File: config.mk
export PLATFORM = sky130hd
export DESIGN_NAME = mf3_rsp_queue
export DESIGN_NICKNAME = d
export VERILOG_FILES = /design/src/rtl/mf3_pkg.sv /design/src/rtl/mf3_rsp_queue.sv
export SDC_FILE = /design/constraint.sdc
export NUM_CORES = 1
export LEC_CHECK = 0
export BUFFER_PORTS_ARGS = -buffer_cell sky130_fd_sc_hd__buf_2
export CAP_MARGIN = 10
export CORE_UTILIZATION = 55
export CTS_CLUSTER_SIZE = 12
export DETAILED_ROUTE_END_ITERATION = 7
export PLACE_DENSITY = 0.84
export REMOVE_ABC_BUFFERS = 1
export SLEW_MARGIN = 10
export SYNTH_ARGS = -nofsm -noshare
export SYNTH_HDL_FRONTEND = slang
export SYNTH_SLANG_ARGS = --single-unit
File: constraint.sdc
create_clock -name clock -period 2.85 [get_ports clock]
set_input_delay 0.7125 -clock clock [delete_from_list [all_inputs] [get_ports clock]]
set_output_delay 0.7125 -clock clock [all_outputs]
set_load 0.02 [all_outputs]
File: src/rtl/mf3_pkg.sv
`default_nettype none

package mf3_pkg;

   localparam int PIXEL_BITS      = 8;
   localparam int ROW_W           = 12;
   localparam int CSR_DATA_W      = 12;
   localparam int CSR_INDEX_W     = 1;
   localparam int WIN_TAPS        = 9;
   localparam int WIN_CENTER      = 4;
   localparam int RSP_QUEUE_DEPTH = 4;
   localparam int RSP_QCNT_W      = $clog2(RSP_QUEUE_DEPTH + 1);
   localparam int RSP_QPTR_W      = $clog2(RSP_QUEUE_DEPTH);

   // register indexes of the configuration port
   typedef enum logic [CSR_INDEX_W-1:0] {
      CSR_IMAGE_WIDTH  = 1'b0,
      CSR_IMAGE_HEIGHT = 1'b1
   } mf3_csr_index_type;

   typedef logic [PIXEL_BITS-1:0] mf3_pixel_type;

   typedef struct packed {
      mf3_pixel_type pixel_in;
      logic          flush;
   } mf3_req_type;

   typedef struct packed {
      mf3_pixel_type pixel_out;
      logic          end_of_frame;
   } mf3_rsp_type;

   // control that travels with an accepted word into the window stage
   typedef struct packed {
      logic active;      // word takes part (not ignored)
      logic line_write;  // pixel word: update the line store
      logic emit;        // word produces a result
      logic use_median;  // result position is interior
      logic eof;         // result is the last of the frame
   } mf3_step_type;

   // control that travels with the window into the result stage
   typedef struct packed {
      logic emit;
      logic use_median;
      logic eof;
   } mf3_stage_type;

endpackage

`default_nettype wire

File: src/rtl/mf3_rsp_queue.sv
`default_nettype none

module mf3_rsp_queue
   import mf3_pkg::*;
(
   input  wire logic                  clock,
   input  wire logic                  reset,
   input  wire logic                  push,
   input  wire mf3_rsp_type           push_data,
   input  wire logic                  rsp_stall,
   output logic                       rsp_valid,
   output mf3_rsp_type                rsp_data,
   output logic      [RSP_QCNT_W-1:0] count
);

   mf3_rsp_type              slot_ff [RSP_QUEUE_DEPTH];
   logic [RSP_QPTR_W-1:0]    wr_ptr_ff, wr_ptr_in;
   logic [RSP_QPTR_W-1:0]    rd_ptr_ff, rd_ptr_in;
   logic [RSP_QCNT_W-1:0]    count_ff, count_in;
   logic                     pop;

   // the upstream credit check keeps push away from a full queue
   always_comb begin
      pop       = (count_ff != '0) && !rsp_stall;
      wr_ptr_in = push ? wr_ptr_ff + RSP_QPTR_W'(1) : wr_ptr_ff;
      rd_ptr_in = pop  ? rd_ptr_ff + RSP_QPTR_W'(1) : rd_ptr_ff;
      count_in  = count_ff + RSP_QCNT_W'(push) - RSP_QCNT_W'(pop);
   end

   always_ff @(posedge clock) begin
      if (reset) begin
         wr_ptr_ff <= '0;
         rd_ptr_ff <= '0;
         count_ff  <= '0;
      end else begin
         wr_ptr_ff <= wr_ptr_in;
         rd_ptr_ff <= rd_ptr_in;
         count_ff  <= count_in;
      end
   end

   always_ff @(posedge clock) begin
      if (push) begin
         slot_ff[wr_ptr_ff] <= push_data;
      end
   end

   assign rsp_valid = (count_ff != '0);
   assign rsp_data  = slot_ff[rd_ptr_ff];
   assign count     = count_ff;

endmodule

`default_nettype wire

==> qor.yml, run 1 <==
detailed_routing:
  routed_wl_microns: 2530
  routed-via-count: 859
  drt_iter0_drc: 11
  drtAntennaViolNets: 0
  drc: 0
  dr.pass1.iters: 4
  vias_per_cell: 5.11
  routedWlPerCell_microns: 15.0
logic_synthesis:
  synth_area_sq_mm: 0.00177
  synthCells: 94
  yosysWarnings: 0
  ys_seq_area_share_pct: 71.4
  ys_types: 20
  syn_area_per_cell_sq_um: 18.8
  synth_seq_cells: 45
timing:
  fin_crit_sh_pct: 88.7
  slew_violations: 0
  grt_setup_unrepaired: "false"
  period_minus_slack_ps: 2530
  clock_skew_ps: 9.79
  setup_tns_ps: 0
  hold_viol: 0
  setup_viol: 0
  slew_headroom_pct: 61.5
  worstMarginPinSlew_ps: 577
  max_freq_ghz: 0.396
  setup_ws_ps: 323
floorplanning:
  num_rows: 20
  start_util_pct: 57.8
  pin_count: 26
  die_w_microns: 58.7
  coreArea_sq_mm: 0.00305
  die_area_sq_mm: 0.00344
  die_h_microns: 58.7
clock_network:
  clock-sinks: 45
  cts_buffer_depth: 2
  cts_buffers: 5
  cts_resized: 0
  cts_root_buffer: "clkbuf_4"
  clk_pin_slew_ps: 120
  clock_latency_ps: 350
  cts_tree: "done"
  post_cts_buffers: 0
  postCtsHoldBufs: 0
  cts.htree.levels: 2
pwr:
  p_total_w: 0.00152
  powerDensity_mw_per_mm2: 764
  vdd_drop_max_mv: 0.445
  cellLeakagePower_nw: 0.719
placement:
  placed_cells: 160
  dpl.hpwl_microns: 1800
  io_buffers: 25
  dp_slack_ps: 618
  gp_congestion: 0.643
global_routing:
  grt_pass1_vias: 890
  grt_pass1_wl_microns: 4210
  grt_max_degree: 15
  overflow: 0
  antenna_found_initial: 0
  track_usage_pct: 18.1
worst_setup_path:
  cp.required_ps: 2140
  endpoint_kind: "primary output"
  critPathKind: "reg2out"
  crit_fanout: 9
  cp.arrival_ps: 1810
  cp-start-kind: "flip-flop"
worst_hold_path:
  hold_path.class: "reg2reg"
layout:
  fin_cells: 168
  multi_input_area_sq_um: 462
  drive_gt1_share_pct: 36.3
  register_area_sq_mm: 0.00126
  fillers: 236
  nets: 143
  diodes: 0
  layout_common_cells: "36 x edfxtp_1, 25 x buf_2, 9 x mux4_2, 9 x dfxtp_1, 7 x inv_1"
  final_common_cell: "edfxtp_1"
  syn2layout_area_growth_pct: 12.4
run:
  drv_cap: 0
status:
  outcome: "finished, final reports clean"
## worst max-delay path, cell delays in order (launching register included)
cell and delay, ps:
dfxtp_1 710, mux4_2 580, buf_2 180
## flip-flops by register name, indices dropped and copies added, names as in the netlist, named ones only
| register | flops |
|---|---|
| slot_ff | 36 |
| count | 3 |
| rd_ptr_ff | 2 |
| wr_ptr_ff | 2 |
## synthesized netlist by cell type, drive strengths merged
cell,instances,area share [%]
nor2,5,1.1
buf,1,0.43
fa,1,1.1
mux2,1,0.85
xnor2,3,1.5
dfxtp,9,10
nor3b,1,0.71
o21ai,1,0.28
and2,4,1.4
mux2i,1,0.57
ha,6,4.3
a21oi,2,0.57
edfxtp,36,61
mux4,9,11
clkbuf,2,0.50
inv,7,1.5
nor2b,3,1.1
or3,1,0.35
nor3,1,0.92
## power breakdown
part / switching [W] / leakage [nW] / total (W) / internal [W]
combinational: 0.000207 / 0.283 / 0.000399 / 0.000191
sequential: 0.0000623 / 0.405 / 0.000829 / 0.000767
clock: 0.000195 / 0.0310 / 0.000288 / 0.0000932
total: 0.000464 / 0.719 / 0.00152 / 0.00105
## cells by family (layout without fill, tap and decap cells)
| group | after synthesis | count (layout) | synth area share, % |
|---|---|---|---|
| flops | 45 | 45 | 71.4 |
| simple gates | 15 | 15 | 5.53 |
| compound gates | 3 | 3 | 0.850 |
| xor+xnor | 3 | 3 | 1.49 |
| buf+inv | 10 | 40 | 2.41 |
| mux | 11 | 11 | 12.9 |
| fa+ha+maj | 7 | 7 | 5.39 |
## layout make-up
| class | count | area share [%] |
|---|---|---|
| multi-input combinational | 39 | 23.3 |
| clock buffer | 5 | 1.89 |
| tap | 44 | 2.77 |
| sequential | 45 | 63.6 |
| clock inverter | 3 | 0.883 |
| timing repair buffer | 25 | 6.31 |
| inverter | 7 | 1.32 |
## metal layers
layer	global-route usage, %	wire length (microns)	vias to the layer above
met5	0	0	-
met4	8.16	43	0
met3	7.25	88	5
met2	29.1	1350	20
met1	21.8	1050	427
li1	-	-	407
## stage by stage
| stage | utilization [%] | hold slack, ps | instance area (sq um) |
|---|---|---|---|
| 6_report | 65.0 | 536 | 1980 |
| 5_1_grt | 65.0 | 538 | 1980 |
| 4_1_cts | 65.0 | 543 | 1980 |
| 3_5_place_dp | 63.2 | 526 | 1930 |
| 3_3_place_gp | 63.2 | 499 | 1930 |
| 2_1_floorplan | - | 481 | 1750 |
## final timing paths
kind	end	slack, ps	cells past startpoint	start
worst max-delay path	rsp_data[1]	320	2	flip-flop
worst min-delay path	rd_ptr_ff[0]	540	2	rd_ptr_ff[0]
worst min register to register	rd_ptr_ff[0]	540	2	rd_ptr_ff[0]
worst max register to register	count[2]	780	9	count[1]
Power figures use the tool's default switching activity.
==> inputs of run 2 (changes only) <==
Settings changed: ABC_AREA set to 1.
==> qor.yml, run 2 <==
global_routing:
  track_usage_pct: 19.6  # was 18.1%
  grt_pass1_wl_microns: 4810  # was 4210 microns
  grt_max_degree: 19  # was 15
  antenna_found_initial: 0  # unchanged
  grt_pass1_vias: 1073  # was 890
  overflow: 0  # unchanged
clock_network:
  clock-sinks: 45  # unchanged
  cts_resized: 0  # unchanged
  cts_root_buffer: "clkbuf_4"  # unchanged
  cts_buffer_depth: 2  # unchanged
  post_cts_buffers: 0  # unchanged
  clk_pin_slew_ps: 130  # was 120 ps
  cts_tree: "done"  # unchanged
  postCtsHoldBufs: 0  # unchanged
  cts_buffers: 5  # unchanged
  cts.htree.levels: 2  # unchanged
  clock_latency_ps: 350  # about the same
detailed_routing:
  drtAntennaViolNets: 0  # unchanged
  drc: 0  # unchanged
  vias_per_cell: 5.18  # was 5.11
  dr.pass1.iters: 4  # unchanged
  routedWlPerCell_microns: 14.5  # was 15.0 microns
  drt_iter0_drc: 67  # was 11
  routed-via-count: 1165  # was 859
  routed_wl_microns: 3260  # was 2530 microns
timing:
  hold_viol: 0  # unchanged
  max_freq_ghz: 0.394  # was 0.396 GHz
  period_minus_slack_ps: 2540  # was 2530 ps
  grt_setup_unrepaired: "false"  # unchanged
  clock_skew_ps: 9.46  # was 9.79 ps
  worstMarginPinSlew_ps: 661  # was 577 ps
  setup_tns_ps: 0  # unchanged
  slew_violations: 0  # unchanged
  hold_slack_ps: 507  # was 536 ps
  fin_crit_sh_pct: 89.1  # was 88.7%
  setup_viol: 0  # unchanged
  slew_headroom_pct: 55.9  # was 61.5%
worst_setup_path:
  cp-start-kind: "flip-flop"  # unchanged
  crit_fanout: 18  # was 9
  cp.arrival_ps: 1830  # was 1810 ps
  cp.required_ps: 2140  # about the same
  endpoint_kind: "primary output"  # unchanged
  critPathKind: "reg2out"  # unchanged
placement:
  io_buffers: 25  # unchanged
  gp_congestion: 0.734  # was 0.643
  dpl.hpwl_microns: 2260  # was 1800 microns
floorplanning:
  num_rows: 21  # was 20
  coreArea_sq_mm: 0.00334  # was 0.00305 sq mm
  die_w_microns: 60.8  # was 58.7 microns
  pin_count: 26  # unchanged
  start_util_pct: 57.1  # was 57.8%
  die_h_microns: 60.8  # was 58.7 microns
  die_area_sq_mm: 0.00370  # was 0.00344 sq mm
worst_hold_path:
  hold_path.class: "reg2reg"  # unchanged
layout:
  nets: 198  # was 143
  largest_register_ffs: 36  # unchanged
  syn2layout_area_growth_pct: 10.4  # was 12.4%
  layout_common_cells: "36 x edfxtp_1, 25 x buf_2, 18 x o21ai_0"  # was 36 x edfxtp_1, 25 x buf_2, 9 x mux4_2, 9 x dfxtp_1, 7 x inv_1
  drive_gt1_share_pct: 31.8  # was 36.3%
  top_register: "slot_ff"  # unchanged
  diodes: 0  # unchanged
  fillers: 273  # was 236
  final_common_cell: "edfxtp_1"  # unchanged
pwr:
  vdd_drop_max_mv: 0.444  # was 0.445 mV
  cellLeakagePower_nw: 0.833  # was 0.719 nW
  p_switching_w: 0.000590  # was 0.000464 W
  internal-power_w: 0.00105  # about the same
  p_seq_share_pct: 50.2  # was 54.7%
  comb_power_share_pct: 32.6  # was 26.3%
  switching_share_pct: 36.0  # was 30.6%
  powerDensity_mw_per_mm2: 780  # was 764 mW/mm^2
  clkPwrFrac_pct: 17.2  # was 19.0%
logic_synthesis:
  syn_area_per_cell_sq_um: 12.9  # was 18.8 sq um
  postSynth.asyncResetShare_pct: 0  # unchanged
  yosys-top-cells-area: "edfxtp_1 57%, dfxtp_1 9.5%, o22ai_2 5.9%"  # was edfxtp_1 61%, mux4_2 11%, dfxtp_1 10%
  yosysWarnings: 0  # unchanged
  synth_commonest_cells: "36 x edfxtp_1, 18 x o21ai_0, 17 x inv_1"  # was 36 x edfxtp_1, 9 x dfxtp_1, 9 x mux4_2
  yosysTopAreaCellShare_pct: 56.8  # was 61.2%
  yosysMostFrequentCell: "edfxtp_1"  # unchanged
  synth_edf_count: 36  # unchanged
  synth_largest_area_cell: "edfxtp_1"  # unchanged
  synth_seq_cells: 45  # unchanged
  synth_area_sq_mm: 0.00190  # was 0.00177 sq mm
  synthCells: 148  # was 94
  ys_seq_area_share_pct: 66.2  # was 71.4%
  ys_types: 18  # was 20
  synth_flop_cell: "edfxtp_1"  # unchanged
run:
  drv_cap: 0  # unchanged
status:
  outcome: "finished, final reports clean"  # unchanged
==> run 2: changes by cell type after synthesis, sizes merged, moves of 3 or more <==
cell   before  now
nor2b       3    0
a21oi       2    6
xnor2       3    0
and2        4    0
o21ai       1   20
mux4        9    0
nand2       0   11
inv         7   19
nor2        5   26
o22ai       0    9
==> run 2: area by class of cell <==
class	count	area, sq um	area share (%)
multi-input cells	81	522	24.8
clock inverters	2	10.0	0.476
inverters	19	78.8	3.75
clock buffers	6	41.3	1.96
well taps	46	57.6	2.74
flip-flops and latches	45	1260	60.0
repair buffers	26	133	6.31
==> run 2: worst paths after layout <==
kind         depth (start not counted)    startpoint  slack [ps]            to
min reg2reg                          2  rd_ptr_ff[0]         510  rd_ptr_ff[0]
max reg2reg                          8      count[1]        1120      count[2]
min                                  2  rd_ptr_ff[0]         510  rd_ptr_ff[0]
max                                  4     flip-flop         310   rsp_data[1]
==> run 2: stage by stage <==
stage | instances | util [%] | setup slack, ps | total power [W] | cell area [sq um]
floorplan | 145 | - | 995 | 0.00121 | 1860
global placement | 217 | 61.5 | 825 | 0.00134 | 2050
CTS | 225 | 63.0 | 293 | 0.00165 | 2100
detailed placement | 217 | 61.5 | 703 | 0.00138 | 2050
global route | 225 | 63.0 | 182 | 0.00174 | 2100
finish | 225 | 63.0 | 310 | 0.00164 | 2100
==> run 2: cells by family (layout without fill, tap and decap cells) <==
group / count (synthesis) / after routing / share of synthesized area, %
DFF: 45 / 45 / 66.2
adders and majority gates: 7 / 7 / 4.99
AOI/OAI and AO/OA: 35 / 35 / 13.1
and+or+nand+nor: 39 / 39 / 9.26
buffers and inverters: 22 / 53 / 6.37
==> run 2: critical path, cell delays in order, from the launching register on <==
cell	delay, ps
dfxtp_1	770
inv_8	150
o21ai_0	270
o22ai_2	100
buf_2	170
==> run 2: power groups by stage <==
stage / clock network (W) / logic (W) / registers [W]
5_1_grt: 0.000325 / 0.000587 / 0.000833
6_report: 0.000282 / 0.000535 / 0.000824
3_3_place_gp: 0 / 0.000509 / 0.000832
4_1_cts: 0.000287 / 0.000541 / 0.000825
3_5_place_dp: 0 / 0.000540 / 0.000840
2_1_floorplan: 0 / 0.000360 / 0.000848
==> run 2: layer usage <==
metal  routed length (microns)  vias up  global-route usage (%)
met3                       151        2                    7.89
li1                          -      570                       -
met5                         0        -                       0
met1                      1320      563                    21.4
met4                        33        0                    10.4
met2                      1760       30                    32.8
