[src/rtl/mf3_pkg.sv]
`default_nettype none

package mf3_pkg;

   localparam int PIXEL_BITS      = 8;
   localparam int ROW_W           = 12;
   localparam int CSR_DATA_W      = 12;
   localparam int CSR_INDEX_W     = 1;
   localparam int WIN_TAPS        = 9;
   localparam int WIN_CENTER      = 4;
   localparam int RSP_QUEUE_DEPTH = 4;
   localparam int RSP_QCNT_W      = $clog2(RSP_QUEUE_DEPTH + 1);
   localparam int RSP_QPTR_W      = $clog2(RSP_QUEUE_DEPTH);

   // register indexes of the configuration port
   typedef enum logic [CSR_INDEX_W-1:0] {
      CSR_IMAGE_WIDTH  = 1'b0,
      CSR_IMAGE_HEIGHT = 1'b1
   } mf3_csr_index_type;

   typedef logic [PIXEL_BITS-1:0] mf3_pixel_type;

   typedef struct packed {
      mf3_pixel_type pixel_in;
      logic          flush;
   } mf3_req_type;

   typedef struct packed {
      mf3_pixel_type pixel_out;
      logic          end_of_frame;
   } mf3_rsp_type;

   // control that travels with an accepted word into the window stage
   typedef struct packed {
      logic active;      // word takes part (not ignored)
      logic line_write;  // pixel word: update the line store
      logic emit;        // word produces a result
      logic use_median;  // result position is interior
      logic eof;         // result is the last of the frame
   } mf3_step_type;

   // control that travels with the window into the result stage
   typedef struct packed {
      logic emit;
      logic use_median;
      logic eof;
   } mf3_stage_type;

endpackage

`default_nettype wire

[src/rtl/mf3_median.sv]
`default_nettype none

module mf3_median
   import mf3_pkg::*;
(
   input  wire logic [WIN_TAPS-1:0][PIXEL_BITS-1:0] window,
   output mf3_pixel_type                            median
);

   function automatic mf3_pixel_type min2(input mf3_pixel_type a, input mf3_pixel_type b);
      return (a < b) ? a : b;
   endfunction

   function automatic mf3_pixel_type max2(input mf3_pixel_type a, input mf3_pixel_type b);
      return (a < b) ? b : a;
   endfunction

   function automatic mf3_pixel_type med3(input mf3_pixel_type a, input mf3_pixel_type b,
                                          input mf3_pixel_type c);
      return max2(min2(a, b), min2(max2(a, b), c));
   endfunction

   // sort each window column, then the median of 9 is the median of
   // (largest low, middle mid, smallest high)
   mf3_pixel_type lo [3];
   mf3_pixel_type md [3];
   mf3_pixel_type hi [3];

   for (genvar j = 0; j < 3; j++) begin : g_col
      always_comb begin
         lo[j] = min2(min2(window[j], window[j+3]), window[j+6]);
         md[j] = med3(window[j], window[j+3], window[j+6]);
         hi[j] = max2(max2(window[j], window[j+3]), window[j+6]);
      end
   end

   assign median = med3(max2(max2(lo[0], lo[1]), lo[2]),
                        med3(md[0], md[1], md[2]),
                        min2(min2(hi[0], hi[1]), hi[2]));

endmodule

`default_nettype wire

[config.mk]
export PLATFORM = sky130hd
export DESIGN_NAME = mf3_median
export DESIGN_NICKNAME = d
export VERILOG_FILES = /design/src/rtl/mf3_pkg.sv /design/src/rtl/mf3_median.sv
export SDC_FILE = /design/constraint.sdc
export NUM_CORES = 1
export LEC_CHECK = 0
export BUFFER_PORTS_ARGS = -buffer_cell sky130_fd_sc_hd__buf_2
export CAP_MARGIN = 20
export CORE_UTILIZATION = 43
export DETAILED_ROUTE_END_ITERATION = 10
export MAX_ROUTING_LAYER = met4
export PLACE_DENSITY = 0.75
export SYNTH_ARGS = -nofsm -noshare
export SYNTH_HDL_FRONTEND = slang
export SYNTH_SLANG_ARGS = --single-unit
[constraint.sdc]
create_clock -name vclk -period 38.4
set_input_delay 11.52 -clock vclk [all_inputs]
set_output_delay 11.52 -clock vclk [all_outputs]
set_load 0.01 [all_outputs]
==> flow_summary.toml, run 1 <==
[timing]
final-setup-viol-count = 0
slew_headroom = 0.422
fin_crit_sh = 0.990
fin_hold_ws_ns = 23.93
fmax_mhz = 26.3
tightest_slew_ns = 0.867
drv_slew = 0
fin_crit_ns = 38.00
finalHoldViolCount = 0

[grt]
grt_usage = 0.253
grt_max_degree = 18
grt_pass1_vias = 7681
grt_first_pass_wirelength_mm = 36.2
grt_overflow = 0
antenna_found_initial = 0

[synthesis]
syn_nets = 1257
synth.avg_cell_area_um2 = 6.91
synth_top_area_cell = "ha_1"
yosysSeqAreaShare = 0
yosysUniqueCellTypes = 83
yosys_warnings = 0
syn_inst = 1039
synth_area_leaders = "ha_1 25%, mux2i_1 11%, o21ai_0 8.9%, nand2_1 6.5%, a21oi_1 6.1%"
syn-cell-area_mm2 = 0.00718
synth_top_area_frac = 0.254

[setup_path]
criticalPathCategory = "in -> out"
arrival_ns = 26.48
worstSetupEndpointType = "output port"
crit_required_ns = 26.88
start_kind = "input port"
path_common_cell = "a21o_1"
startpoint = "window[9]"
critPathMaxFanout = 10
max_stage_delay_ns = 0.51
cp_slowest_cell = "a2111o_1"

[layout]
seqCellArea_um2 = 0
nClkBuffers = 0
syn_to_final_growth_pct = 19.9
seq_cell_count = 0
multi_input_area_mm2 = 0.00700
fillerInstances = 1558
drive_gt1_frac = 0.229
nets = 1379
diodes = 0

[worst_hold_path]
worstHoldPathType = "in -> out"
holdCritStartpoint = "window[66]"

[floorplanning]
rows = 46
core_region_area_mm2 = 0.0161
ios = 80
die_w_um = 131
fp.dieArea_mm2 = 0.0172
fp.dieH_um = 131
start_util = 0.445

[job]
timing.max_cap.violations = 0

[place]
placement.io_buffers = 80
gp_congestion = 1.02
dpl.hpwl_mm = 18.5

[clock_tree]
ctsHoldBuffers = 0

[drt]
wl_per_cell_um = 16.6
firstDrtPassIters = 5
postRouteAntennaNets = 0
vias = 8371
viasPerCell = 6.09
drt_iter0_drc = 587
routed_wl_mm = 22.8
drc_errors = 0

[outcome]
outcome = "finished clean"
critical path, delay by kind of cell:
family / cells / cell delay [ns]
AO/OA/AOI/OAI: 44 / 8.05
adder cells (fa/ha/maj): 9 / 2.48
buffers and inverters: 9 / 1.16
multiplexers: 2 / 0.40
AND/OR/NAND/NOR: 22 / 2.83
synth_stat cells, drive strengths merged (6+ instances only):
library cell  number
buf                9
and3               8
clkbuf            21
mux2              26
nor2              63
a21oi             89
a31oi              6
nor3               7
a211o              8
or2                6
o21ai            134
ha               146
a21boi             7
o31ai              7
o211ai             8
nand3             22
inv              105
o21a              14
mux2i             80
a21o              28
nand2            124
nand4             13
nand2b            13
a211oi            10
nor2b              9
what timing repair did:
action,CTS,global route
buffers inserted,4,15
gates cloned,0,2
endpoints found under the setup margin,8,8
pin swaps,3,37
resized for setup,7,89
per-stage QoR:
| stage | worst slack [ns] | utilization | std cells | TNS [ns] | area [µm²] |
|---|---|---|---|---|---|
| finish | 0.403 | 0.534 | 1375 | 0 | 8610 |
| global route | -0.390 | 0.534 | 1375 | -2.86 | 8610 |
| CTS | 0.00167 | 0.507 | 1357 | 0 | 8180 |
| detailed placement | -0.565 | 0.504 | 1353 | -4.01 | 8130 |
| global placement | -0.181 | 0.504 | 1352 | -0.822 | 8120 |
| floorplan | 0.00446 | - | 1039 | 0 | 7250 |
worst paths after layout:
check | slack [ns] | cells after the start | end
setup / recovery | 0.40 | 86 | median[0]
hold / removal | 23.93 | 8 | median[2]
cell usage in the layout, fill, tap and decap left out, types with 8 or more instances in the layout:
master      n
a21oi_1    71
nand3_1    19
o21ai_0   102
a211oi_1    8
nand2_1   117
nand2b_1   13
nor2b_1     8
nor2_1     56
o21a_1     14
o21ai_1    19
mux2i_1    79
o21ai_2     9
buf_4      61
a21o_1     28
a211o_1     8
mux2_2     23
a21oi_2    18
buf_2      80
inv_1     100
o211ai_1    8
ha_1      141
nand4_1    13
routing by layer:
layer  up-vias  track usage  wire (µm)
met5         -            -          0
met4         0       0.0804        724
met3        58       0.0224       1590
met2       361        0.418      10600
met1      3870        0.323       9850
li1       4082            -          -
cell type report:
class | count | share of cell area
Multi-Input combinational cell | 905 | 0.813
Timing Repair Buffer | 149 | 0.110
Inverter | 105 | 0.0458
Tap cell | 216 | 0.0314
cell families (layout without fill, tap and decap cells):
| family | after synthesis | in the layout | share of synthesized area |
|---|---|---|---|
| adder cells (fa/ha/maj) | 151 | 151 | 0.261 |
| multiplexers | 106 | 106 | 0.152 |
| AO/OA/AOI/OAI | 356 | 356 | 0.320 |
| AND/OR/NAND/NOR | 289 | 290 | 0.189 |
| XOR/XNOR | 2 | 2 | 0.00244 |
| buffers and inverters | 135 | 254 | 0.0743 |
Power of run 1 is not shown: default switching activity piles up to over one toggle a cycle in this logic, so the estimate is an artifact.
==> run 2, diff against run 1 <==
Settings changed: ABC_AREA from default to 1, PLACE_DENSITY 0.75 to 0.76.
==> run 2 against run 1 <==
Cell count up 0.15%. Synthesized cell count up 11%. Sequential share of layout area unchanged. Routed wire length down 26%. Global-route usage down 1.7 points. Core utilization down 5.4 points. Fmax up 3.7%. Design area down 22%. Via count down 13%.
==> flow_summary.toml, run 2 <==
[layout]
drive_gt1_frac = 0.0894
nClkBuffers = 0
nets = 1417
seq_cell_count = 0
syn_to_final_growth_pct = 7.90
seqCellArea_um2 = 0
final_core_util = 0.480
fillerInstances = 1498
final_common_cell = "nand2_1"
layout.cells.most_common_list = "372 x nand2_1, 177 x o21ai_0, 146 x ha_1"
diodes = 0

[synthesis]
synth_area_leaders = "ha_1 29%, nand2_1 22%, o21ai_0 14%, inv_1 8.4%, a21oi_1 6.7%"
synth_top_area_frac = 0.293
syn_nets = 1368
yosysSeqAreaShare = 0
synthTopCellsByCount = "374 x nand2_1, 177 x o21ai_0, 146 x ha_1"
synth_top_area_cell = "ha_1"
yosysUniqueCellTypes = 26
synth.avg_cell_area_um2 = 5.43
syn-cell-area_mm2 = 0.00624
syn_inst = 1150
synth_most_common_cell = "nand2_1"
yosys_warnings = 0

[floorplanning]
core_region_area_mm2 = 0.0140
rows = 43
ios = 80
die_w_um = 122
fp.dieArea_mm2 = 0.0150
start_util = 0.445
fp.dieH_um = 122

[drt]
firstDrtPassIters = 5
wl_per_cell_um = 12.2
postRouteAntennaNets = 0
routed_wl_mm = 16.8
viasPerCell = 5.29
vias = 7278
drc_errors = 0
drt_iter0_drc = 641

[timing]
slew_headroom = 0.334
drv_slew = 0
rsz0062_at_grt = "false"
fmax_mhz = 27.3
fin_tns_setup_ns = 0
tightest_slew_ns = 0.994
final-setup-viol-count = 0
fin_crit_ns = 36.65
fin_crit_sh = 0.955
finalHoldViolCount = 0

[clock_tree]
post_cts_buffers = 0
cts-resized-gates = 0
ctsHoldBuffers = 0

[grt]
grt_first_pass_wirelength_mm = 28.4
grt_overflow = 0
grt_max_degree = 33
antenna_found_initial = 0
grt_usage = 0.235
grt_pass1_vias = 6244

[place]
placement.io_buffers = 80
dpl.hpwl_mm = 14.8
gp_congestion = 0.948

[worst_hold_path]
worstHoldPathType = "in -> out"

[setup_path]
cp_slowest_cell = "a211oi_1"
worstSetupEndpointType = "output port"
criticalPathCategory = "in -> out"
max_stage_delay_ns = 0.55
critPathMaxFanout = 31
arrival_ns = 25.13
crit_required_ns = 26.88
start_kind = "input port"

[outcome]
outcome = "finished clean"

[job]
timing.max_cap.violations = 0
run 2: cell types whose count changed in the layout (fill, tap and decap cells not counted), sizes merged, moves of 8 or more:
cell	previous run	this run
inv	105	139
mux2i	80	0
nand2b	13	0
a211o	8	0
o21ai	134	183
mux2	26	0
a21o	28	0
and3	8	0
o21a	14	3
buf	148	82
nor2b	9	0
nand2	124	395
nand3	22	52
run 2: final timing paths:
check,from,end,cells past startpoint
setup / recovery,window[13],median[4],64
hold / removal,window[65],median[1],10
run 2: area by class of cell:
type                            count  area (µm²)  area share
Inverter                          142         533      0.0791
Timing Repair Buffer               82         415      0.0617
Multi-Input combinational cell    973        5560       0.826
Tap cell                          180         225      0.0334
run 2: kinds of logic (layout without fill, tap and decap cells):
logic type,count (synthesis),after routing,share of synthesized area
AND/OR/NAND/NOR,533,533,0.350
adder cells (fa/ha/maj),146,146,0.293
AO/OA/AOI/OAI,294,294,0.247
buffers and inverters,177,224,0.110
run 2: worst max-delay path: cells and delay by family:
family / cells / cell delay (ns)
AO/OA/AOI/OAI: 22 / 6.54
AND/OR/NAND/NOR: 27 / 3.35
adder cells (fa/ha/maj): 9 / 2.82
buffers and inverters: 6 / 0.89
run 2: metrics by stage:
| stage | setup slack [ns] | area (µm²) | hold WS (ns) | std cells |
|---|---|---|---|---|
| after CTS | 1.46 | 6720 | 24.04 | 1376 |
| after global placement | 1.89 | 6720 | 24.01 | 1376 |
| after global routing | 0.0315 | 6740 | 24.15 | 1377 |
| final | 1.75 | 6740 | 24.04 | 1377 |
| after floorplan | 3.22 | 6240 | 23.61 | 1150 |
| after detailed placement | 1.49 | 6720 | 24.04 | 1376 |
run 2: routing by layer:
layer	track usage	vias up	routed length [µm]	share of wire
met1	0.328	3115	8240	0.49
met2	0.382	212	7300	0.43
met4	0.0335	0	288	0.017
li1	-	3929	-	-
met5	-	-	0	0
met3	0.00976	22	988	0.059
Power of run 2 is left out for the same reason.
==> run 3, diff against run 2 <==
==> constraint.sdc (replaced) <==
create_clock -name vclk -period 38.4
set_input_delay 11.52 -clock vclk [all_inputs]
set_output_delay 11.52 -clock vclk [all_outputs]
set_load 0.02 [all_outputs]
==> run 3 against run 2 <==
Fmax about the same. Worst setup slack worse by 0.021 ns. Core utilization is the same. Sequential share of layout area stayed put. Global-route usage is 0.27 points lower. Via count about the same. Hold slack improved by 0.027 ns. Design area unchanged. Cell count unchanged. Clock-buffer cell count unchanged. Routed wire length decreased by 0.27%. First-iteration DRC count down 19%. Critical endpoint unchanged.
==> flow_summary.toml, run 3 (same netlist as run 2, synthesis figures left out) <==
[layout]
drive_gt1_frac = 0.0894
nClkBuffers = 0
syn_to_final_growth_pct = 7.90
fin_area_mm2 = 0.00674
final_common_cell = "nand2_1"
diodes = 0
seq_cell_count = 0
nets = 1417
seqCellArea_um2 = 0
layout.cells.most_common_list = "372 x nand2_1, 175 x o21ai_0, 146 x ha_1"

[floorplanning]
die_w_um = 122
ios = 80
core_region_area_mm2 = 0.0140
rows = 43
fp.dieArea_mm2 = 0.0150
fp.dieH_um = 122
start_util = 0.445

[clock_tree]
cts-resized-gates = 0
post_cts_buffers = 0
ctsHoldBuffers = 0

[setup_path]
arrival_ns = 25.16
start_kind = "input port"
criticalPathCategory = "in -> out"
max_stage_delay_ns = 0.53
crit_required_ns = 26.88
cp_slowest_cell = "a211oi_2"
worstSetupEndpointType = "output port"
critPathMaxFanout = 31

[outcome]
outcome = "finished clean"

[drt]
drc_errors = 0
wl_per_cell_um = 12.2
postRouteAntennaNets = 0
vias = 7274
drt_iter0_drc = 518
firstDrtPassIters = 5
routed_wl_mm = 16.8
viasPerCell = 5.28

[grt]
grt_util_met2 = 0.374
antenna_found_initial = 0
grt_overflow = 0
grt_use_met3 = 0.00790
grt_most_used_layer = "met2"
met1_usage = 0.321
grt_max_degree = 33
grt_first_pass_wirelength_mm = 28.2
grt_usage = 0.233
grt_pass1_vias = 6224

[timing]
rsz0062_at_grt = "false"
tightest_slew_ns = 1.00
fmax_mhz = 27.3
fin_hold_ws_ns = 24.06
slew_headroom = 0.327
fin_tns_setup_ns = 0
final-setup-viol-count = 0
finalHoldViolCount = 0
fin_crit_sh = 0.955
drv_slew = 0
fin_crit_ns = 36.68

[place]
placement.io_buffers = 80
dpl.hpwl_mm = 14.8
gp_congestion = 0.949
placed_cell_area_mm2 = 0.00672

[job]
timing.max_cap.violations = 0

[worst_hold_path]
worstHoldPathType = "in -> out"
run 3: cell counts in the layout (fill, tap and decap cells not counted):
Identical to the previous run, type by type.
run 3: layer usage:
layer | vias up | part of all wire
li1 | 3932 | -
met1 | 3143 | 0.49
met2 | 173 | 0.44
met3 | 26 | 0.042
met4 | 0 | 0.024
met5 | - | 0
run 3: worst max-delay path: cells and delay by family:
| kind | cells | cell delay, ns |
|---|---|---|
| buffers and inverters | 6 | 0.92 |
| AOI/OAI and AO/OA | 24 | 6.68 |
| and+or+nand+nor | 25 | 3.20 |
| adders and majority gates | 9 | 2.78 |
run 3: layout make-up:
| cell class | count | area (µm²) |
|---|---|---|
| Inverter | 142 | 533 |
| Fill cell | 1494 | 7310 |
| Timing Repair Buffer | 82 | 415 |
| Tap cell | 180 | 225 |
| Multi-Input combinational cell | 973 | 5560 |
run 3: metrics by stage:
step | cells | worst slack [ns] | utilization
finish | 1377 | 1.72 | 0.480
global route | 1377 | 0.0942 | 0.480
CTS | 1376 | 1.57 | 0.479
detailed placement | 1376 | 1.61 | 0.479
global placement | 1376 | 1.87 | 0.479
floorplan | 1150 | 3.17 | -
run 3: final timing paths:
| kind | from | depth (start not counted) | to | slack, ns |
|---|---|---|---|---|
| worst min-delay path | window[64] | 10 | median[0] | 24.06 |
| worst max-delay path | window[13] | 64 | median[4] | 1.72 |
Power of run 3 is left out for the same reason.
