## config.mk

```make
export PLATFORM = sky130hd
export DESIGN_NAME = mf3_ctrl
export DESIGN_NICKNAME = d
export VERILOG_FILES = /design/src/rtl/mf3_pkg.sv /design/src/rtl/mf3_ctrl.sv
export SDC_FILE = /design/constraint.sdc
export NUM_CORES = 1
export LEC_CHECK = 0
export ABC_CLOCK_PERIOD_IN_PS = 4000
export BUFFER_PORTS_ARGS = -buffer_cell sky130_fd_sc_hd__buf_2
export CAP_MARGIN = 20
export CORE_MARGIN = 1
export CORE_UTILIZATION = 54
export DETAILED_ROUTE_END_ITERATION = 6
export MAX_ROUTING_LAYER = met4
export PLACE_DENSITY = 0.86
export SETUP_SLACK_MARGIN = 0.02
export SYNTH_ARGS = -nofsm -noshare
export SYNTH_HDL_FRONTEND = slang
export SYNTH_SLANG_ARGS = --single-unit
```

## constraint.sdc

```tcl
create_clock -name clock -period 4 [get_ports clock]
set_clock_uncertainty 0.05 [all_clocks]
set_input_delay 0.4 -clock clock [delete_from_list [all_inputs] [get_ports clock]]
set_output_delay 0.4 -clock clock [all_outputs]
set_load 0.05 [all_outputs]
```

## src/rtl/mf3_pkg.sv

```systemverilog
`default_nettype none

package mf3_pkg;

   localparam int PIXEL_BITS      = 8;
   localparam int ROW_W           = 12;
   localparam int CSR_DATA_W      = 12;
   localparam int CSR_INDEX_W     = 1;
   localparam int WIN_TAPS        = 9;
   localparam int WIN_CENTER      = 4;
   localparam int RSP_QUEUE_DEPTH = 4;
   localparam int RSP_QCNT_W      = $clog2(RSP_QUEUE_DEPTH + 1);
   localparam int RSP_QPTR_W      = $clog2(RSP_QUEUE_DEPTH);

   // register indexes of the configuration port
   typedef enum logic [CSR_INDEX_W-1:0] {
      CSR_IMAGE_WIDTH  = 1'b0,
      CSR_IMAGE_HEIGHT = 1'b1
   } mf3_csr_index_type;

   typedef logic [PIXEL_BITS-1:0] mf3_pixel_type;

   typedef struct packed {
      mf3_pixel_type pixel_in;
      logic          flush;
   } mf3_req_type;

   typedef struct packed {
      mf3_pixel_type pixel_out;
      logic          end_of_frame;
   } mf3_rsp_type;

   // control that travels with an accepted word into the window stage
   typedef struct packed {
      logic active;      // word takes part (not ignored)
      logic line_write;  // pixel word: update the line store
      logic emit;        // word produces a result
      logic use_median;  // result position is interior
      logic eof;         // result is the last of the frame
   } mf3_step_type;

   // control that travels with the window into the result stage
   typedef struct packed {
      logic emit;
      logic use_median;
      logic eof;
   } mf3_stage_type;

endpackage

`default_nettype wire

```

## src/rtl/mf3_ctrl.sv

```systemverilog
`default_nettype none

module mf3_ctrl
   import mf3_pkg::*;
#(
   parameter int MAX_WIDTH = 1024
) (
   input  wire logic                              clock,
   input  wire logic                              reset,
   input  wire logic                              req_accept,
   input  wire mf3_req_type                       req_data,
   input  wire logic                              csr_write,
   input  wire logic [CSR_INDEX_W-1:0]            csr_index,
   input  wire logic [CSR_DATA_W-1:0]             csr_wdata,
   output logic      [$clog2(MAX_WIDTH)-1:0]      rd_addr,
   output logic      [$clog2(MAX_WIDTH)-1:0]      s0_col,
   output mf3_pixel_type                          s0_pix,
   output mf3_step_type                           s0_step
);

   localparam int COL_W = $clog2(MAX_WIDTH);
   localparam int WIDTH_RESET = (MAX_WIDTH < 1024) ? MAX_WIDTH : 1024;
   localparam logic [COL_W-1:0] LAST_COL_RESET = COL_W'(WIDTH_RESET - 1);
   localparam logic [ROW_W-1:0] LAST_ROW_RESET = ROW_W'(1023);

   logic [COL_W-1:0] last_col_ff, last_col_in;
   logic [ROW_W-1:0] last_row_ff, last_row_in;
   logic [COL_W-1:0] in_col_ff, in_col_in;
   logic [ROW_W-1:0] in_row_ff, in_row_in;
   logic [COL_W-1:0] out_col_ff, out_col_in;
   logic [ROW_W-1:0] out_row_ff, out_row_in;
   logic             done_ff, done_in;
   mf3_step_type     step_ff, step_in;
   logic [COL_W-1:0] col_ff;
   mf3_pixel_type    pix_ff;

   logic [COL_W-1:0] cur_col;
   logic             col_last;
   logic             row_last;
   logic             active;
   logic             pix_emit;
   logic             emit;
   logic             out_col_last;
   logic             out_row_last;
   logic [10:0]      wv;
   logic [ROW_W-1:0] hv;

   always_comb begin
      cur_col      = (in_col_ff > last_col_ff) ? '0 : in_col_ff;
      col_last     = (cur_col >= last_col_ff);
      row_last     = (in_row_ff >= last_row_ff);
      active       = (req_data.flush == done_ff);
      pix_emit     = (in_row_ff >= ROW_W'(2)) ||
                     ((in_row_ff == ROW_W'(1)) && (cur_col != '0));
      emit         = active && (req_data.flush || pix_emit);
      out_col_last = (out_col_ff >= last_col_ff);
      out_row_last = (out_row_ff >= last_row_ff);
      wv           = csr_wdata[10:0];
      hv           = csr_wdata[ROW_W-1:0];
   end

   // next state of the position counters and dimension registers
   always_comb begin
      last_col_in = last_col_ff;
      last_row_in = last_row_ff;
      in_col_in   = in_col_ff;
      in_row_in   = in_row_ff;
      out_col_in  = out_col_ff;
      out_row_in  = out_row_ff;
      done_in     = done_ff;

      if (req_accept && active) begin
         if (!req_data.flush) begin
            if (row_last && col_last) begin
               done_in   = 1'b1;
               in_col_in = '0;
            end else if (col_last) begin
               in_col_in = '0;
               in_row_in = in_row_ff + ROW_W'(1);
            end else begin
               in_col_in = cur_col + COL_W'(1);
            end
         end else begin
            in_col_in = col_last ? '0 : cur_col + COL_W'(1);
         end
      end

      if (req_accept && emit) begin
         if (out_row_last && out_col_last) begin
            in_col_in  = '0;
            in_row_in  = '0;
            out_col_in = '0;
            out_row_in = '0;
            done_in    = 1'b0;
         end else if (out_col_last) begin
            out_col_in = '0;
            out_row_in = out_row_ff + ROW_W'(1);
         end else begin
            out_col_in = out_col_ff + COL_W'(1);
         end
      end

      if (csr_write) begin
         in_col_in  = '0;
         in_row_in  = '0;
         out_col_in = '0;
         out_row_in = '0;
         done_in    = 1'b0;
         case (csr_index)
            CSR_IMAGE_WIDTH: begin
               if (wv < 11'd3) begin
                  last_col_in = COL_W'(2);
               end else if (32'(wv) > MAX_WIDTH) begin
                  last_col_in = COL_W'(MAX_WIDTH - 1);
               end else begin
                  last_col_in = COL_W'(wv - 11'd1);
               end
            end
            CSR_IMAGE_HEIGHT: begin
               last_row_in = (hv < ROW_W'(3)) ? ROW_W'(2) : hv - ROW_W'(1);
            end
            default: begin
            end
         endcase
      end
   end

   // control for the word entering the window stage
   always_comb begin
      step_in            = '0;
      step_in.active     = req_accept && active;
      step_in.line_write = req_accept && active && !req_data.flush;
      step_in.emit       = req_accept && emit;
      step_in.use_median = (out_row_ff != '0) && !out_row_last &&
                           (out_col_ff != '0) && !out_col_last;
      step_in.eof        = out_row_last && out_col_last;
   end

   always_ff @(posedge clock) begin
      if (reset) begin
         last_col_ff <= LAST_COL_RESET;
         last_row_ff <= LAST_ROW_RESET;
         in_col_ff   <= '0;
         in_row_ff   <= '0;
         out_col_ff  <= '0;
         out_row_ff  <= '0;
         done_ff     <= 1'b0;
         step_ff     <= '0;
      end else begin
         last_col_ff <= last_col_in;
         last_row_ff <= last_row_in;
         in_col_ff   <= in_col_in;
         in_row_ff   <= in_row_in;
         out_col_ff  <= out_col_in;
         out_row_ff  <= out_row_in;
         done_ff     <= done_in;
         step_ff     <= step_in;
      end
   end

   always_ff @(posedge clock) begin
      if (req_accept) begin
         col_ff <= cur_col;
         pix_ff <= req_data.flush ? '0 : req_data.pixel_in;
      end
   end

   assign rd_addr = cur_col;
   assign s0_col  = col_ff;
   assign s0_pix  = pix_ff;
   assign s0_step = step_ff;

endmodule

`default_nettype wire

```

==> metrics.md, run 1 <==
| Metric | Value |
|---|---|
| DR pass1 iterations | `5` |
| Actual slew at the worst max-slew pin | `874.2 ps` |
| Sequential cell area fraction in the yosys report | `0.3616` |
| Worst hold path stage count | `2` |
| Reg2Reg Launch Point | `in_col_ff[6]` |
| Via count of the routed design | `5063` |
| Number of levels the H-tree was split into | `3` |
| Highest fanout seen on the critical path | `8` |
| Count of max-cap constraint violations | `0` |
| Global-route wire length before repair | `23230 microns` |
| Count of nets after finishing | `780` |
| Met1 wire length | `5858 microns` |
| Category of the most critical setup path | `register to register` |
| Sw power | `485.3 uW` |
| Gate power share | `0.121` |
| Die height | `102.8 microns` |
| Share of cells above drive strength 1 | `0.2104` |
| Worst endpoint data arrival time | `4270 ps` |
| Total of endpoints with negative setup slack in the final report | `1` |
| Fmax | `249.7 MHz` |
| Post-detailed-route via-to-cell ratio | `6.122` |
| Netlist area before placement | `5482 sq um` |
| Number of pins exceeding their max-slew limit in the final report | `0` |
| Switching Fraction | `0.2684` |
| Via count of the first global-routing pass | `4957` |
| Register-to-register path setup slack | `-4 ps` |
| Number of flip-flops and latches in the synthesized netlist | `90` |
| CTS clk-pin slew, worst paths | `90 ps` |
| Sum of met2 wire segment lengths after detailed routing | `7213 microns` |
| Fin. Hold Viols | `0` |
| Count of unresolved DRC violations after routing | `0` |
| Die Span X | `102.8 microns` |
| Pwr per Cell Area | `276.5 nW/um^2` |
| Initial core utilization | `0.5582` |
| Placed insts | `801` |
| TritonCTS Buffers | `9` |
| Violated checks | `negative setup slack` |
| Detailed router's first-iteration violation count | `334` |
| Average footprint of a synthesized cell | `9.060 sq um` |
| Worst reg2reg path endpoint | `in_col_ff[5]` |
| Antenna-violating nets left | `0` |
| Pre-CTS worst setup slack | `-5.397 ps` |
| Number of cell instances on the worst register-to-register path | `15` |
| Overall routed net length | `14660 microns` |
| Count of hold-fix buffers inserted at cts | `0` |
| Unrepaired setup endpoints after global routing | `true` |
| Final weighted congestion of routability-driven global placement | `0.9663` |
| Library cell used as clock root buffer | `sky130_fd_sc_hd__clkbuf_8` |
| Final antenna diode count | `0` |
| Max VDD drop | `0.0001573 V` |
| Share of flip-flops with an asynchronous set or reset | `0` |
| Int Pwr | `1323 uW` |
| Setup TNS | `-4.282 ps` |
| Non-Filler Instances | `827` |
| Later-pin clock latency in the skew report | `370 ps` |
| Status | `complete, but fails checks` |
| Clk network pwr share | `0.347` |
| Number of sinks on the clock net | `90` |
| Period utilisation layout | `1.001` |
| Gate count after technology mapping | `605` |
| Top FF cell, synth | `sky130_fd_sc_hd__dfxtp_1` |
| Worst setup slack after layout | `-4.282 ps` |
| GR Util All Layers | `0.2953` |
| Endpoint with the worst hold slack | `s0_pix[7]` |
| Met3 wire length | `1005 microns` |
| Required arrival time at the worst endpoint | `4260 ps` |
| Die Outline Area | `10560 sq um` |
| IO Pins | `59` |
| Launch instance of the worst min-delay path | `req_data[8]` |
| Startpoint type of the worst setup path | `register` |
| Number of distinct library cell variants in the gate-level netlist after synthesis | `56` |
| Synth-to-layout area growth | `19.29%` |
| Lkg Pwr | `0.002867 uW` |
| Critical path capture point type | `register` |
| Worst hold slack after final layout | `266.6 ps` |
| Shortest clock period the worst path allows after layout | `4004 ps` |
| Fill cell total of the finished layout | `786` |
| Hold WC Path Type | `input pin to register` |
| Initial antenna violation count | `0` |
| Clock tree from TritonCTS | `yes` |
| Wire per inst | `17.73 microns` |
| Highest metal layer used by the detailed router | `met4` |
| Number of synthesized flops with an enable pin | `18` |
| Core area | `9819 sq um` |
| Maximum number of pins on one net before global-route repair | `30` |
| Net count after synthesis | `696` |
| HPWL reported at the end of detailed placement | `10670 microns` |
| Warnings from Yosys | `0` |
| Aggregate global routing overflow | `0` |
| Sequential share of power | `0.532` |
| Maximum clock insertion buffer count | `2` |
| Port Buffers | `58` |
| Number of placement rows | `36` |
| Rel. slew slack | `0.4133` |
[placed cells by master (no fill, tap or decap), types with 5 or more instances in the layout]
master | synthesis | routed
sky130_fd_sc_hd__inv_1 | 40 | 36
sky130_fd_sc_hd__nand2_1 | 37 | 37
sky130_fd_sc_hd__dfxtp_1 | 72 | 67
sky130_fd_sc_hd__nor2_1 | 54 | 51
sky130_fd_sc_hd__a21o_1 | 7 | 7
sky130_fd_sc_hd__nor2b_4 | 0 | 8
sky130_fd_sc_hd__buf_4 | 0 | 25
sky130_fd_sc_hd__xnor2_1 | 14 | 14
sky130_fd_sc_hd__nand2b_1 | 8 | 8
sky130_fd_sc_hd__a221o_1 | 11 | 11
sky130_fd_sc_hd__o21ai_0 | 22 | 22
sky130_fd_sc_hd__o21ai_1 | 10 | 9
sky130_fd_sc_hd__nor4_1 | 8 | 8
sky130_fd_sc_hd__nor3_1 | 16 | 16
sky130_fd_sc_hd__dfxtp_2 | 0 | 5
sky130_fd_sc_hd__edfxtp_1 | 18 | 18
sky130_fd_sc_hd__o21a_1 | 13 | 13
sky130_fd_sc_hd__and3_1 | 16 | 16
sky130_fd_sc_hd__buf_2 | 3 | 58
sky130_fd_sc_hd__nor3b_1 | 12 | 11
sky130_fd_sc_hd__nand3_1 | 13 | 13
sky130_fd_sc_hd__nand4_1 | 18 | 18
sky130_fd_sc_hd__nand3b_1 | 9 | 9
sky130_fd_sc_hd__clkbuf_8 | 0 | 10
sky130_fd_sc_hd__xor2_1 | 13 | 13
sky130_fd_sc_hd__a21oi_1 | 39 | 37
sky130_fd_sc_hd__nor2b_1 | 17 | 9
sky130_fd_sc_hd__ha_1 | 65 | 60
[logic make-up (layout without fill, tap and decap cells)]
kind of cell               count (synthesis)  after routing  synth area share
buffers and inverters                     55            144           0.03972
and+or+nand+nor                          226            226            0.2210
DFF                                       90             90            0.3616
AOI/OAI and AO/OA                        139            139            0.1808
muxes                                      3              3          0.005478
xor gates and xnor gates                  27             27           0.04314
adders and majority gates                 65             65            0.1484
[worst max-delay path by stage]
stage                        start      endpoint  slack, ps
floorplan           last_col_ff[5]  in_row_ff[6]         20
global placement    last_col_ff[5]  in_col_ff[5]        220
detailed placement  last_col_ff[5]  in_col_ff[9]         -5
CTS                 last_col_ff[9]  in_col_ff[6]         30
global route          in_col_ff[6]  in_col_ff[6]       -210
finish                in_col_ff[6]  in_col_ff[5]         -4
[per-layer routing]
layer / GRT usage / up-vias
li1: - / 2378
met1: 0.3233 / 2412
met2: 0.5092 / 216
met3: 0.05559 / 57
met4: 0.1549 / 0
met5: - / -
[stage by stage]
step | total power [uW] | area [sq um] | util
after floorplan | 1115 | 5567 | -
after global placement | 1179 | 6121 | 0.6233
after detailed placement | 1190 | 6121 | 0.6233
after CTS | 1803 | 6355 | 0.6472
after global routing | 1865 | 6539 | 0.6659
final | 1808 | 6539 | 0.6659
[worst max-delay path, cell delays in order, from the launching register on]
cell and delay, ps:
sky130_fd_sc_hd__dfxtp_1 470, sky130_fd_sc_hd__ha_1 310, sky130_fd_sc_hd__and4_1 220, sky130_fd_sc_hd__a2111oi_4 420, sky130_fd_sc_hd__buf_4 190, sky130_fd_sc_hd__o21ai_0 120, sky130_fd_sc_hd__ha_1 340, sky130_fd_sc_hd__nand2b_1 180
sky130_fd_sc_hd__a211oi_2 340, sky130_fd_sc_hd__o21ai_2 130, sky130_fd_sc_hd__a221oi_4 260, sky130_fd_sc_hd__buf_6 200, sky130_fd_sc_hd__clkbuf_4 200, sky130_fd_sc_hd__nor3b_1 230, sky130_fd_sc_hd__o21ai_0 130, sky130_fd_sc_hd__a21oi_1 130
[final cells by class]
cell class | count | area, sq um | area share
Clock buffer | 11 | 141.4 | 0.02162
Sequential cell | 90 | 1988 | 0.3041
Clock inverter | 5 | 53.80 | 0.008228
Tap cell | 133 | 166.4 | 0.02545
Timing Repair Buffer | 88 | 556.8 | 0.08515
Inverter | 40 | 150.1 | 0.02296
Multi-Input combinational cell | 460 | 3482 | 0.5325
[synthesized netlist by cell type, types with 14 or more instances]
master	count	area, sq um
sky130_fd_sc_hd__and3_1	16	100.1
sky130_fd_sc_hd__nand2_1	37	138.9
sky130_fd_sc_hd__o21ai_0	22	110.1
sky130_fd_sc_hd__dfxtp_1	72	1441
sky130_fd_sc_hd__inv_1	40	150.1
sky130_fd_sc_hd__nand4_1	18	112.6
sky130_fd_sc_hd__xnor2_1	14	122.6
sky130_fd_sc_hd__nor3_1	16	80.08
sky130_fd_sc_hd__nor2_1	54	202.7
sky130_fd_sc_hd__nor2b_1	17	106.4
sky130_fd_sc_hd__edfxtp_1	18	540.5
sky130_fd_sc_hd__a21oi_1	39	195.2
sky130_fd_sc_hd__ha_1	65	813.3
[sequential cells by signal, indices dropped and copies added, names as in the netlist]
signal / cells
in_row_ff: 12
last_row_ff: 12
out_row_ff: 12
in_col_ff: 10
last_col_ff: 10
out_col_ff: 10
s0_col: 10
s0_pix: 8
s0_step: 5
done_ff: 1
[power groups by stage]
stage          combinational [uW]  clock, uW  sequential (uW)
6_report                      219        628              961
5_1_grt                       240        661              964
4_1_cts                       209        633              960
3_5_place_dp                  208          0              982
3_3_place_gp                  199          0              980
2_1_floorplan                96.3          0             1020
[timing repair]
| action | in CTS | in global routing |
|---|---|---|
| resized for setup | 1 | 29 |
| pin swaps | 1 | 11 |
| buffers inserted | 3 | 7 |
| endpoints found under the setup margin | 13 | 42 |
Note: power is estimated with default switching activity, not from simulation.
==> inputs of run 2 (changes only) <==
- SETUP_SLACK_MARGIN: 0.02 -> 0.2
==> metrics.md, run 2 (same netlist as run 1, synthesis figures left out) <==
| Metric | Value |
|---|---|
| Status | `complete, no violations` |
| Hold WC Path Type | `input pin to register` |
| Count of unresolved DRC violations after routing | `0` |
| Fmax | `258.4 MHz` |
| Antenna-violating nets left | `0` |
| Number of levels the H-tree was split into | `3` |
| Library cell used as clock root buffer | `sky130_fd_sc_hd__clkbuf_8` |
| Post-route design area | `6795 sq um` |
| Aggregate global routing overflow | `0` |
| Most common cell after layout, fill and taps aside | `sky130_fd_sc_hd__dfxtp_1` |
| Rel. slew slack | `0.4215` |
| Number of pins exceeding their max-slew limit in the final report | `0` |
| GR Util All Layers | `0.3057` |
| Initial core utilization | `0.5582` |
| Maximum clock insertion buffer count | `2` |
| Die Outline Area | `10560 sq um` |
| Most frequent cells in the layout | `sky130_fd_sc_hd__dfxtp_1 (63), sky130_fd_sc_hd__buf_2 (58), sky130_fd_sc_hd__ha_1 (55)` |
| Worst setup slack after layout | `129.5 ps` |
| Fin. Hold Viols | `0` |
| Startpoint type of the worst setup path | `register` |
| Count of max-cap constraint violations | `0` |
| Share of cells above drive strength 1 | `0.2588` |
| Global-route wire length before repair | `23760 microns` |
| Met1 wire length | `6249 microns` |
| Shortest clock period the worst path allows after layout | `3870 ps` |
| Total of endpoints with negative setup slack in the final report | `0` |
| Power Total | `1906 uW` |
| Critical path capture point type | `register` |
| Lkg Pwr | `0.002970 uW` |
| Number of sinks on the clock net | `90` |
| Via count of the routed design | `5127` |
| Final weighted congestion of routability-driven global placement | `1.015` |
| Highest metal layer used by the detailed router | `met4` |
| Clock tree from TritonCTS | `yes` |
| Period utilisation layout | `0.9676` |
| Core area | `9819 sq um` |
| Post-detailed-route via-to-cell ratio | `6.067` |
| Via count of the first global-routing pass | `4825` |
| Wire per inst | `18.45 microns` |
| Count of nets after finishing | `797` |
| Synth-to-layout area growth | `23.97%` |
| TritonCTS Buffers | `9` |
| Pre-CTS worst setup slack | `-20.98 ps` |
| Later-pin clock latency in the skew report | `370 ps` |
| Number of placement rows | `36` |
| Maximum number of pins on one net before global-route repair | `30` |
| IO Pins | `59` |
| Die Span X | `102.8 microns` |
| Highest fanout seen on the critical path | `10` |
| Setup TNS | `0 ps` |
| CTS clk-pin slew, worst paths | `90 ps` |
| Die height | `102.8 microns` |
| Core utilization of the finished layout | `0.6920` |
| Max VDD drop | `0.0002384 V` |
| Actual slew at the worst max-slew pin | `861.9 ps` |
| Pwr per Cell Area | `280.4 nW/um^2` |
| Category of the most critical setup path | `register to register` |
| Placed Instance Area | `6161 sq um` |
| Sum of met2 wire segment lengths after detailed routing | `7699 microns` |
| Port Buffers | `58` |
| Top Registers | `in_row_ff (12), last_row_ff (12), out_row_ff (12)` |
| Worst endpoint data arrival time | `4120 ps` |
| DR pass1 iterations | `6` |
| Required arrival time at the worst endpoint | `4250 ps` |
| Initial antenna violation count | `1` |
| HPWL reported at the end of detailed placement | `11010 microns` |
| Met3 wire length | `959 microns` |
| Overall routed net length | `15590 microns` |
| Detailed router's first-iteration violation count | `350` |
[run 2: cell count changes in the layout (fill, tap and decap cells not counted), sizes merged]
cell	change
buf	+18
bufinv	+1
clkbuf	-3
clkinv	-2
clkinvlp	+1
diode	+1
inv	+2
[run 2: final cells by class]
cell class,count,area [sq um]
Antenna cell,1,2.502
Inverter,40,152.6
Tap cell,133,166.4
Clock inverter,7,101.3
Fill cell,758,3024
Clock buffer,9,123.9
Multi-Input combinational cell,460,3566
Timing Repair Buffer,105,689.4
Sequential cell,90,1993
[run 2: metal layers]
layer,vias up,GRT usage
met5,-,-
met4,0,0.1441
met3,65,0.06034
met2,201,0.5231
met1,2451,0.3425
li1,2410,-
[run 2: stage by stage]
stage	cells	hold WS, ps
floorplan	605	387.0
global placement	805	403.9
detailed placement	805	409.7
CTS	831	259.0
global route	845	255.3
finish	845	261.9
[run 2: report_power, final]
| group | leakage, uW | switching [uW] | internal (uW) | total, uW |
|---|---|---|---|---|
| clock network | 0.000108 | 354 | 358 | 712 |
| registers | 0.000764 | 12.6 | 950 | 963 |
| logic | 0.00210 | 154 | 76.3 | 231 |
| total | 0.00297 | 521 | 1380 | 1910 |
[run 2: critical path, stage by stage, from the launching register on]
cell and delay (ps):
sky130_fd_sc_hd__dfxtp_2 350, sky130_fd_sc_hd__inv_2 80, sky130_fd_sc_hd__ha_4 290, sky130_fd_sc_hd__nand4_1 180, sky130_fd_sc_hd__a211oi_2 320, sky130_fd_sc_hd__a2111oi_4 120
sky130_fd_sc_hd__nor2_4 210, sky130_fd_sc_hd__buf_6 140, sky130_fd_sc_hd__nor2b_4 50, sky130_fd_sc_hd__ha_2 180, sky130_fd_sc_hd__or4_4 520, sky130_fd_sc_hd__nor2_4 130
sky130_fd_sc_hd__o21ai_2 80, sky130_fd_sc_hd__a221oi_4 290, sky130_fd_sc_hd__buf_4 160, sky130_fd_sc_hd__buf_4 150, sky130_fd_sc_hd__nor3b_1 200, sky130_fd_sc_hd__o21ai_0 110
sky130_fd_sc_hd__a21oi_1 190
[run 2: what timing repair did]
action	CTS	global route
gates resized for setup	9	46
pin swaps	8	16
buffers inserted	10	13
hold endpoints to repair	0	0
hold buffers	0	0
setup endpoints to repair	28	31
[run 2: worst paths after layout]
kind | from | to | slack (ps) | cells past startpoint
worst max-delay path | last_col_ff[5] | in_col_ff[3] | 130 | 18
worst min-delay path | req_data[6] | s0_pix[5] | 260 | 2
worst max register to register | last_col_ff[5] | in_col_ff[3] | 130 | 18
worst min register to register | last_row_ff[3] | last_row_ff[3] | 430 | 2
